**config.mk**
```make
export PLATFORM = sky130hd
export DESIGN_NAME = double_ended_queue
export DESIGN_NICKNAME = d
export VERILOG_FILES = /design/src/hdl/deq_pkg.sv /design/src/hdl/deq_ctrl.sv /design/src/hdl/deq_datapath.sv /design/src/hdl/double_ended_queue.sv
export SDC_FILE = /design/constraint.sdc
export NUM_CORES = 2
export LEC_CHECK = 0
export BUFFER_PORTS_ARGS = -buffer_cell sky130_fd_sc_hd__buf_2
export CAP_MARGIN = 40
export CORE_UTILIZATION = 45
export DETAILED_ROUTE_END_ITERATION = 10
export GPL_ROUTABILITY_DRIVEN = 0
export HOLD_SLACK_MARGIN = 0.05
export PLACE_DENSITY_LB_ADDON = 0.05
export SYNTH_ARGS = -nofsm -noshare
export SYNTH_HDL_FRONTEND = slang
export SYNTH_HIERARCHICAL = 1
export SYNTH_SLANG_ARGS = --single-unit
```
**constraint.sdc**
```tcl
create_clock -name clk -period 8.05 [get_ports clk]
set_clock_uncertainty 0.1 [all_clocks]
set_input_delay 0.4025 -clock clk [delete_from_list [all_inputs] [get_ports clk]]
set_output_delay 0.4025 -clock clk [all_outputs]
set_load 0.03 [all_outputs]
```
**src/hdl/deq_pkg.sv**
```systemverilog
`default_nettype none
// ----------------------------------------------------------------------------
// Double-ended queue package
// Command codes, port widths and the control and status bundles shared by
// the controller and the datapath.
// ----------------------------------------------------------------------------
package deq_pkg;

    localparam logic [1:0] CMD_PUSH_BACK  = 2'd0;
    localparam logic [1:0] CMD_POP_BACK   = 2'd1;
    localparam logic [1:0] CMD_PUSH_FRONT = 2'd2;
    localparam logic [1:0] CMD_POP_FRONT  = 2'd3;

    localparam int CMD_W     = 2;
    localparam int FIELD_W   = 32;
    localparam int COUNT_W   = 7;
    localparam int S_TDATA_W = 32;
    localparam int M_TDATA_W = 80;

    typedef struct packed {
        logic capture;
        logic exec;
        logic read;
        logic load;
    } deq_ctrl_t;

    typedef struct packed {
        logic slot_free;
    } deq_stat_t;

endpackage : deq_pkg
`default_nettype wire

```
**src/hdl/deq_ctrl.sv**
```systemverilog
`default_nettype none
// ----------------------------------------------------------------------------
// Double-ended queue controller
// Steps each command through capture, execute, store read and result load.
// ----------------------------------------------------------------------------
module deq_ctrl
    import deq_pkg::*;
(
    input  wire logic      clk,
    input  wire logic      rst_n,
    input  wire logic      s_tvalid,
    output logic           s_tready,
    input  wire deq_stat_t stat,
    output deq_ctrl_t      ctrl
);

    localparam logic [1:0] ST_IDLE = 2'd0;
    localparam logic [1:0] ST_EXEC = 2'd1;
    localparam logic [1:0] ST_READ = 2'd2;
    localparam logic [1:0] ST_LOAD = 2'd3;

    logic [1:0] state_reg;
    logic [1:0] state_next;

    always_comb
    begin
        state_next   = state_reg;
        ctrl.capture = 1'b0;
        ctrl.exec    = 1'b0;
        ctrl.read    = 1'b0;
        ctrl.load    = 1'b0;
        unique case (state_reg)
            ST_IDLE:
            begin
                if (s_tvalid)
                begin
                    ctrl.capture = 1'b1;
                    state_next   = ST_EXEC;
                end
            end
            ST_EXEC:
            begin
                ctrl.exec  = 1'b1;
                state_next = ST_READ;
            end
            ST_READ:
            begin
                ctrl.read  = 1'b1;
                state_next = ST_LOAD;
            end
            ST_LOAD:
            begin
                if (stat.slot_free)
                begin
                    ctrl.load  = 1'b1;
                    state_next = ST_IDLE;
                end
            end
            default:
            begin
                state_next = ST_IDLE;
            end
        endcase
    end

    assign s_tready = (state_reg == ST_IDLE);

    always_ff @(posedge clk or negedge rst_n)
    begin
        if (!rst_n)
        begin
            state_reg <= ST_IDLE;
        end
        else
        begin
            state_reg <= state_next;
        end
    end

endmodule : deq_ctrl
`default_nettype wire

```
**src/hdl/deq_datapath.sv**
```systemverilog
`default_nettype none
// ----------------------------------------------------------------------------
// Double-ended queue datapath
// Ring store, front and back pointers, entry count and the result register.
// ----------------------------------------------------------------------------
module deq_datapath
    import deq_pkg::*;
#(
    parameter int DEPTH       = 64,
    parameter int VALUE_WIDTH = 32
)
(
    input  wire logic                  clk,
    input  wire logic                  rst_n,
    input  wire logic [CMD_W-1:0]      in_cmd,
    input  wire logic [FIELD_W-1:0]    in_value,
    input  wire deq_ctrl_t             ctrl,
    output deq_stat_t                  stat,
    output logic                       m_tvalid,
    input  wire logic                  m_tready,
    output logic [M_TDATA_W-1:0]       m_tdata
);

    localparam int PW = (DEPTH > 1) ? $clog2(DEPTH) : 1;
    localparam int CW = $clog2(DEPTH + 1);
    localparam logic [PW-1:0] PTR_LAST = PW'(DEPTH - 1);
    localparam logic [CW-1:0] COUNT_FULL = CW'(DEPTH);

    function automatic logic [PW-1:0] ptr_inc(input logic [PW-1:0] p);
        return (p == PTR_LAST) ? '0 : p + PW'(1);
    endfunction

    function automatic logic [PW-1:0] ptr_dec(input logic [PW-1:0] p);
        return (p == '0) ? PTR_LAST : p - PW'(1);
    endfunction

    logic [VALUE_WIDTH-1:0] ring_mem [DEPTH];

    logic [CMD_W-1:0]        cmd_reg;
    logic [FIELD_W-1:0]      value_reg;
    logic [PW-1:0]           front_reg;
    logic [PW-1:0]           front_next;
    logic [PW-1:0]           back_reg;
    logic [PW-1:0]           back_next;
    logic [CW-1:0]           count_reg;
    logic [CW-1:0]           count_next;
    logic                    ovf_reg;
    logic                    ovf_next;
    logic                    wr_en;
    logic [PW-1:0]           wr_addr;
    logic [VALUE_WIDTH-1:0]  wr_word;
    logic [VALUE_WIDTH+FIELD_W-1:0] wr_ext;
    logic [VALUE_WIDTH-1:0]  rd_front_reg;
    logic [VALUE_WIDTH-1:0]  rd_back_reg;
    logic [VALUE_WIDTH+FIELD_W-1:0] front_ext;
    logic [VALUE_WIDTH+FIELD_W-1:0] back_ext;
    logic [CW+COUNT_W-1:0]   count_ext;
    logic                    full;
    logic                    empty;
    logic                    res_valid_reg;
    logic [COUNT_W-1:0]      res_count_reg;
    logic                    res_empty_reg;
    logic [FIELD_W-1:0]      res_front_reg;
    logic [FIELD_W-1:0]      res_back_reg;
    logic                    res_ovf_reg;

    assign full    = (count_reg == COUNT_FULL);
    assign empty   = (count_reg == '0);
    assign wr_ext  = {{VALUE_WIDTH{1'b0}}, value_reg};
    assign wr_word = wr_ext[VALUE_WIDTH-1:0];

    always_comb
    begin
        front_next = front_reg;
        back_next  = back_reg;
        count_next = count_reg;
        ovf_next   = 1'b0;
        wr_en      = 1'b0;
        wr_addr    = back_reg;
        case (cmd_reg)
            CMD_PUSH_BACK:
            begin
                if (full)
                begin
                    ovf_next = 1'b1;
                end
                else
                begin
                    wr_en      = 1'b1;
                    wr_addr    = back_reg;
                    back_next  = ptr_inc(back_reg);
                    count_next = count_reg + CW'(1);
                end
            end
            CMD_POP_BACK:
            begin
                if (!empty)
                begin
                    back_next  = ptr_dec(back_reg);
                    count_next = count_reg - CW'(1);
                end
            end
            CMD_PUSH_FRONT:
            begin
                if (full)
                begin
                    ovf_next = 1'b1;
                end
                else
                begin
                    wr_en      = 1'b1;
                    wr_addr    = ptr_dec(front_reg);
                    front_next = ptr_dec(front_reg);
                    count_next = count_reg + CW'(1);
                end
            end
            CMD_POP_FRONT:
            begin
                if (!empty)
                begin
                    front_next = ptr_inc(front_reg);
                    count_next = count_reg - CW'(1);
                end
            end
            default:
            begin
                ovf_next = 1'b0;
            end
        endcase
    end

    always_ff @(posedge clk)
    begin
        if (ctrl.capture)
        begin
            cmd_reg   <= in_cmd;
            value_reg <= in_value;
        end
        if (ctrl.exec)
        begin
            ovf_reg <= ovf_next;
        end
    end

    always_ff @(posedge clk or negedge rst_n)
    begin
        if (!rst_n)
        begin
            front_reg <= '0;
            back_reg  <= '0;
            count_reg <= '0;
        end
        else if (ctrl.exec)
        begin
            front_reg <= front_next;
            back_reg  <= back_next;
            count_reg <= count_next;
        end
    end

    always_ff @(posedge clk)
    begin
        if (ctrl.exec && wr_en)
        begin
            ring_mem[wr_addr] <= wr_word;
        end
    end

    always_ff @(posedge clk)
    begin
        if (ctrl.read)
        begin
            rd_front_reg <= ring_mem[front_reg];
            rd_back_reg  <= ring_mem[ptr_dec(back_reg)];
        end
    end

    assign front_ext = {{FIELD_W{rd_front_reg[VALUE_WIDTH-1]}}, rd_front_reg};
    assign back_ext  = {{FIELD_W{rd_back_reg[VALUE_WIDTH-1]}}, rd_back_reg};
    assign count_ext = {{COUNT_W{1'b0}}, count_reg};

    always_ff @(posedge clk)
    begin
        if (ctrl.load)
        begin
            res_count_reg <= count_ext[COUNT_W-1:0];
            res_empty_reg <= empty;
            res_front_reg <= empty ? '0 : front_ext[FIELD_W-1:0];
            res_back_reg  <= empty ? '0 : back_ext[FIELD_W-1:0];
            res_ovf_reg   <= ovf_reg;
        end
    end

    always_ff @(posedge clk or negedge rst_n)
    begin
        if (!rst_n)
        begin
            res_valid_reg <= 1'b0;
        end
        else if (ctrl.load)
        begin
            res_valid_reg <= 1'b1;
        end
        else if (m_tready)
        begin
            res_valid_reg <= 1'b0;
        end
    end

    assign stat.slot_free = !res_valid_reg || m_tready;
    assign m_tvalid = res_valid_reg;
    assign m_tdata  = {7'd0, res_ovf_reg, res_back_reg, res_front_reg,
                       res_empty_reg, res_count_reg};

endmodule : deq_datapath
`default_nettype wire

```
**src/hdl/double_ended_queue.sv**
```systemverilog
`default_nettype none
// The result is registered after the execute, store read and result load states
// that follow the input transfer. A new command is accepted only when the last one
// has passed the ring store sequence of write, registered two-port read and result load.
// A result waiting in the output register holds the next command at result load.
// Reset clears the pointers, the entry count and the control state; the ring
// store is not cleared and needs no clearing pass.
// ----------------------------------------------------------------------------
// Double-ended queue
// Bounded deque of signed values in a ring store, one result per command.
// ----------------------------------------------------------------------------
module double_ended_queue
    import deq_pkg::*;
#(
    parameter int DEPTH       = 64,
    parameter int VALUE_WIDTH = 32
)
(
    input  wire logic                  clk,
    input  wire logic                  rst_n,
    input  wire logic                  s_tvalid,
    output logic                       s_tready,
    input  wire logic [S_TDATA_W-1:0]  s_tdata,  // value[31:0]
    input  wire logic [CMD_W-1:0]      s_tuser,  // command[1:0]
    output logic                       m_tvalid,
    input  wire logic                  m_tready,
    // count[6:0], empty_res[7], front_value[39:8], back_value[71:40],
    // overflow[72], zero fill[79:73]
    output logic [M_TDATA_W-1:0]       m_tdata
);

    deq_ctrl_t ctrl;
    deq_stat_t stat;

    deq_ctrl u_ctrl (
        .clk      (clk),
        .rst_n    (rst_n),
        .s_tvalid (s_tvalid),
        .s_tready (s_tready),
        .stat     (stat),
        .ctrl     (ctrl)
    );

    deq_datapath #(
        .DEPTH       (DEPTH),
        .VALUE_WIDTH (VALUE_WIDTH)
    ) u_datapath (
        .clk      (clk),
        .rst_n    (rst_n),
        .in_cmd   (s_tuser),
        .in_value (s_tdata),
        .ctrl     (ctrl),
        .stat     (stat),
        .m_tvalid (m_tvalid),
        .m_tready (m_tready),
        .m_tdata  (m_tdata)
    );

endmodule : double_ended_queue
`default_nettype wire

```
## Yosys cells after proc, flatten, opt, wreduce, memory -nomap -nowiden

Memory sizes are Yosys's and may differ from the RTL's. A register that Yosys moved wholly into a read port is not among the register bits.
Index checks and enable logic that the tools add are counted.

- Muxes and demuxes: 31
- Reductions and logical operators: 17
- Div/mod/pow operators: 0
- Magnitude comparators: 0
- Eq/ne operators: 17
- Multipliers: 0
- Add/sub/neg operators: 6
- Shift operators: 0
- Bitwise logic cells: 0

Operators with widths:

| operator | count |
|---|---|
| $mux W6 | 10 |
| $pmux W6 S2 | 2 |
| $ne A2 B2 Y1 const B | 8 |
| $mux W7 | 2 |
| $pmux W7 S2 | 1 |
| $mux W1 | 13 |
| $add A6 B1 Y6 const B | 2 |
| $eq A6 B6 Y1 const B | 2 |
| $logic_not A6 Y1 | 2 |
| $sub A6 B1 Y6 const B | 2 |
| $eq A2 B2 Y1 const B | 4 |
| $pmux W2 S4 | 1 |
| $reduce_and A4 Y1 | 2 |
| $add A7 B1 Y7 const B | 1 |
| $eq A7 B7 Y1 const B | 1 |
| $logic_not A7 Y1 | 1 |
| $sub A7 B1 Y7 const B | 1 |
| $reduce_bool A2 Y1 | 3 |
| $eq A2 B1 Y1 const B | 2 |
| $logic_not A2 Y1 | 2 |
| $mux W2 | 2 |
| $reduce_or A2 Y1 | 2 |
| $reduce_and A3 Y1 | 1 |
| $reduce_and A2 Y1 | 1 |
| other kinds (3) | 3 |

- Bits in latches: 0
- Memories: 1
- Word-level logic and storage cells: 85
- ROM bits: 0
- Memory bits (writable): 2048
- Register bits after elaboration: 130

Memory list:

| memory | words | width | rd ports | clocked after Yosys merged registers in | write ports | RTL line | text |
|---|---|---|---|---|---|---|---|
| u_datapath.ring_mem | 64 | 32 | 2 | 2 | 1 | deq_datapath.sv:37 | `logic [VALUE_WIDTH-1:0] ring_mem [DEPTH];` |

## Logic depth before layout (Yosys ltp)

- Word-level depth: 6
- Depth in mapped cells: 18
- Depth with buffers taken out: 9

## Modules after synthesis

Netlist, hierarchy kept.

Modules (own cells, without submodules):

| module | instances | cells each | area each (µm²) |
|---|---|---|---|
| deq_datapath | 1 | 6717 | 102842.4 |
| deq_ctrl | 1 | 15 | 173.9 |

## Worst setup path after synthesis

No wires, ideal clock.

- Kind: register to register
- Start: register u_datapath.front_reg[1]
- End: memory u_datapath.ring_mem[42][0] (enable)
- Library setup time: 0.421 ns
- Slack: 3.485 ns
- Data required time: 7.529 ns
- Clock period less this slack: 4.565 ns
- Stages on the path, launching flop included: 12
- Path buffers: 4
- Data arrival time: 4.044 ns
- Cells stage by stage: dfrtp_1 -> clkbuf_1 -> clkbuf_1 -> buf_2 -> inv_1 -> ha_1 -> nand3b_1 -> o21ai_0 -> mux2i_1 -> or3b_2 -> clkbuf_1 -> nor2_1

- Longest elaborated chain between the ends: 4
- Elaborated cells between the ends (all ways): 5

Ends and longest elaborated chain:

| what | RTL line | text |
|---|---|---|
| start: declaration | deq_datapath.sv:41 | `logic [PW-1:0] front_reg;` |
| start signal: assignment | deq_datapath.sv:155 | `front_reg <= front_next;` |
| $sub A6 B1 Y6 / $logic_not A6 Y1 (equally long branches) | deq_datapath.sv:34 | `return (p == '0) ? PTR_LAST : p - PW'(1);` |
| $mux W6 (*) | deq_datapath.sv:34 |  |
| $mux W6 (*) | deq_datapath.sv:105 | `if (full)` |
| $mux W6 (*) | -- |  |
| end: declaration | deq_datapath.sv:37 |  |

Every way passes the cells marked *; elsewhere a longest branch is shown, timed or not.

## Worst setup path after layout

- Start: register u_datapath.back_reg[1]
- End: register u_datapath.rd_back_reg[13] (read register of u_datapath.ring_mem), data pin

- Longest elaborated chain between the ends: 2
- Elaborated cells between the ends (all ways): 3

Ends and longest elaborated chain:

| what | RTL line | text |
|---|---|---|
| start: declaration | deq_datapath.sv:43 | `logic [PW-1:0] back_reg;` |
| start signal: assignment | deq_datapath.sv:156 | `back_reg <= back_next;` |
| $sub A6 B1 Y6 / $logic_not A6 Y1 (equally long branches) | deq_datapath.sv:34 |  |
| $mux W6 (*) | deq_datapath.sv:34 |  |
| end: declaration | deq_datapath.sv:54 | `logic [VALUE_WIDTH-1:0] rd_back_reg;` |

Marks and branches as above.
A chain may end at the register's enable or synchronous reset.

==> run_results.csv <==
group,metric,value,unit
power_and_ir_drop,p_leak,37.9,nW
clock_tree,h-tree-depth,4,
power_and_ir_drop,power_density,434,nW/um2
setup_path,criticalPathCategory,"flip-flop to flip-flop",
detailed_routing,drt_iter0_markers,10900,
clock_tree,cts_max_path_buffers,3,
layout,finalNonFillerCells,10200,
setup_path,reg2reg_to,"u_datapath/rd_back_reg[13]",
layout,mostFrequentLayoutCells,"edfxtp_1, nand2_1, mux4_2",
sta,clock.fmax,184,MHz
setup_path,r2r_cells,11,
job,cap_viol_max_count,0,
logic_synthesis,yosysUniqueCellTypes,81,
layout,largest_reg_flops,2048,
die,rows,175,
logic_synthesis,yosysWarnings,6,
global_routing,grt_usage,34.8,%
sta,rsz0062_at_grt,"no",
sta,slew_headroom,23.5,%
setup_path,crit_start,"u_datapath/back_reg[1]",
placed_design,dp.cells,9626,
detailed_routing,drt-pass1-iter-count,7,
setup_path,critPathRequiredTime,8670,ps
detailed_routing,avgViaCountPerCell,6.80,
die,die_h,480,um
setup_path,timing.critical_path.buf_inv,3,
sta,fin_setup_tns,0,ps
status,status,"complete, no violations",
sta,setup_ws,2620,ps
logic_synthesis,seq_area_frac_synth,65.2,%
die,ios,120,
sta,drv_slew,0,
global_routing,grt_pass1_wl,549000,um
clock_tree,cts_sinks,2242,
layout,regArea,67200,um2
logic_synthesis,synthCells,6732,
global_routing,grt_overflow,0,
clock_tree,cts_hold_repair.buffers,40,
clock_tree,cts_buffers,237,
setup_path,cp_slowest_stage_delay,800,ps
logic_synthesis,synth_edf_count,2220,
setup_path,r2r_start,"u_datapath/back_reg[1]",
setup_path,crit_arrival,6050,ps
setup_path,critPathCaptureType,"flip-flop",
sta,hold_viol_final,0,
die,die-width,480,um
global_routing,grt_max_degree,158,
die,core_area,227000,um2
logic_synthesis,ys_async_sr_fraction,0.981,%
die,start_util,45.3,%
worst_hold_path,holdPathEnd,"u_datapath/value_reg[12]",
worst_hold_path,min_from,"s_tdata[12]",
layout,final_common_cell,"edfxtp_1",
logic_synthesis,ys.flop_type,"edfxtp_1",
logic_synthesis,ys_ff_latch,2242,
setup_path,slowest_stage,"a311oi_1",
setup_path,cp_cell_sequence,"inv_1 -> ha_2 -> or3b_2 -> buf_4 -> o21ai_4 -> buf_12 -> a211oi_1 -> nor4_1 -> o22ai_1 -> a311oi_1 -> or3_1",
clock_tree,post_cts_buffers,0,
worst_hold_path,min-delay-path-class,"input pin to flip-flop",
logic_synthesis,yosys-top-cells-area,"edfxtp_1, mux4_2, nand2_1",
sta,layout_min_cycle_time,5430,ps
power_and_ir_drop,ir_drop,0.000447,V
layout,regMostFlops,"u_datapath/ring_mem",
global_routing,first_global_vias,65200,
detailed_routing,drcViolationCount,0,
logic_synthesis,netlist_area,103000,um2
power_and_ir_drop,total_power,50.9,mW
detailed_routing,routed_wl,404000,um
clock_tree,root_buffer,"clkbuf_16",
placed_design,dpl.hpwl,246000,um
layout,multi_input_area,34100,um2
setup_path,cpLargestDelayFamily,"compound AO/OA/AOI/OAI gates",
sta,period_share,67.5,%
layout,syn2layout_area_growth,13.9,%
global_routing,antenna_found_initial,41,
detailed_routing,drt-wirelength-per-cell,39.8,um
setup_path,path_max_fanout,127,
layout,fillers,18600,
logic_synthesis,syn_avg_cell_area,15.3,um2
sta,setup_violations,0,
layout,drive_above_1_share,22.2,%
layout,nets,6949,
setup_path,start_kind,"flip-flop",
worst_hold_path,min_path_cells,2,
placed_design,port_buffers,112,
detailed_routing,num_vias,69100,
clock_tree,insertion_delay,910,ps
clock_tree,post_cts_resized,0,
logic_synthesis,synth_area_leader_cell,"edfxtp_1",
setup_path,regToRegSetupSlack,2620,ps
placed_design,place_worst_setup_slack,2800,ps
die,die-area,231000,um2
detailed_routing,ant_nets,0,
logic_synthesis,synth_top_area_share,64.7,%
clock_tree,clk_pin_slew,60,ps
sta,whs,123,ps
clock_tree,cts_tree,"yes",
sta,tightest_slew,1150,ps
[worst max-delay path by stage]
stage,to,slack (ps),cells after the start
final,u_datapath/rd_back_reg[13],2620,11
after global routing,u_datapath/ring_mem[37][10],2540,8
after CTS,u_datapath/rd_back_reg[13],2790,11
after detailed placement,u_datapath/rd_back_reg[22],2800,14
after global placement,u_datapath/rd_back_reg[22],2020,11
after floorplan,u_datapath/ring_mem[42][0],3490,11
[kinds of logic after synthesis]
kind of cell,synth area share (%)
flops,65.2
simple gates,9.15
mux,18.2
compound gates,4.78
buf+inv,2.31
fa+ha+maj,0.189
xor+xnor,0.128
other cells,0.00364
[final cells by class]
cell class,count,share of cell area (%)
inverter,21,0.0672
timing repair buffer,446,3.67
clock buffer,278,5.27
antenna,50,0.107
tap,3009,3.21
clock inverter,163,1.32
multi-input combinational,3948,29.1
sequential,2242,57.3
[power by group]
part | leakage, nW | switching, mW | internal, mW | total (mW)
Combinational | 13.9 | 16.8 | 8.08 | 24.9
Sequential | 20.3 | 0.905 | 14.1 | 15.0
Clock | 3.80 | 4.72 | 6.35 | 11.1
Total | 37.9 | 22.4 | 28.5 | 50.9
[synth_stat cells (all sizes together) (10+ instances only)]
master / count
a21oi: 231
nor2b: 67
mux2: 14
a221oi: 12
dfrtp: 22
nand4: 80
o211a: 38
nor4: 80
o22ai: 96
nand2: 1330
a211oi: 40
o21ai: 51
and3: 11
ha: 14
xnor2: 10
or4: 11
mux4: 692
a31oi: 134
nor3: 26
nand3: 404
edfxtp: 2220
nor2: 102
a32oi: 47
mux2i: 299
clkbuf: 282
inv: 21
a22oi: 28
buf: 245
[through the flow]
step	util, %	cell area, um2
finish	51.6	117000
global route	51.5	117000
CTS	51.5	117000
detailed placement	48.0	109000
global placement	47.5	108000
floorplan	-	103000
[metal layers]
layer	global-route usage (%)	part of all wire [%]
met4	15.8	4.9
met5	0	0.083
met1	47.8	38
met2	51.5	44
met3	9.71	12
No activity file was read; power rests on OpenSTA's default activity.
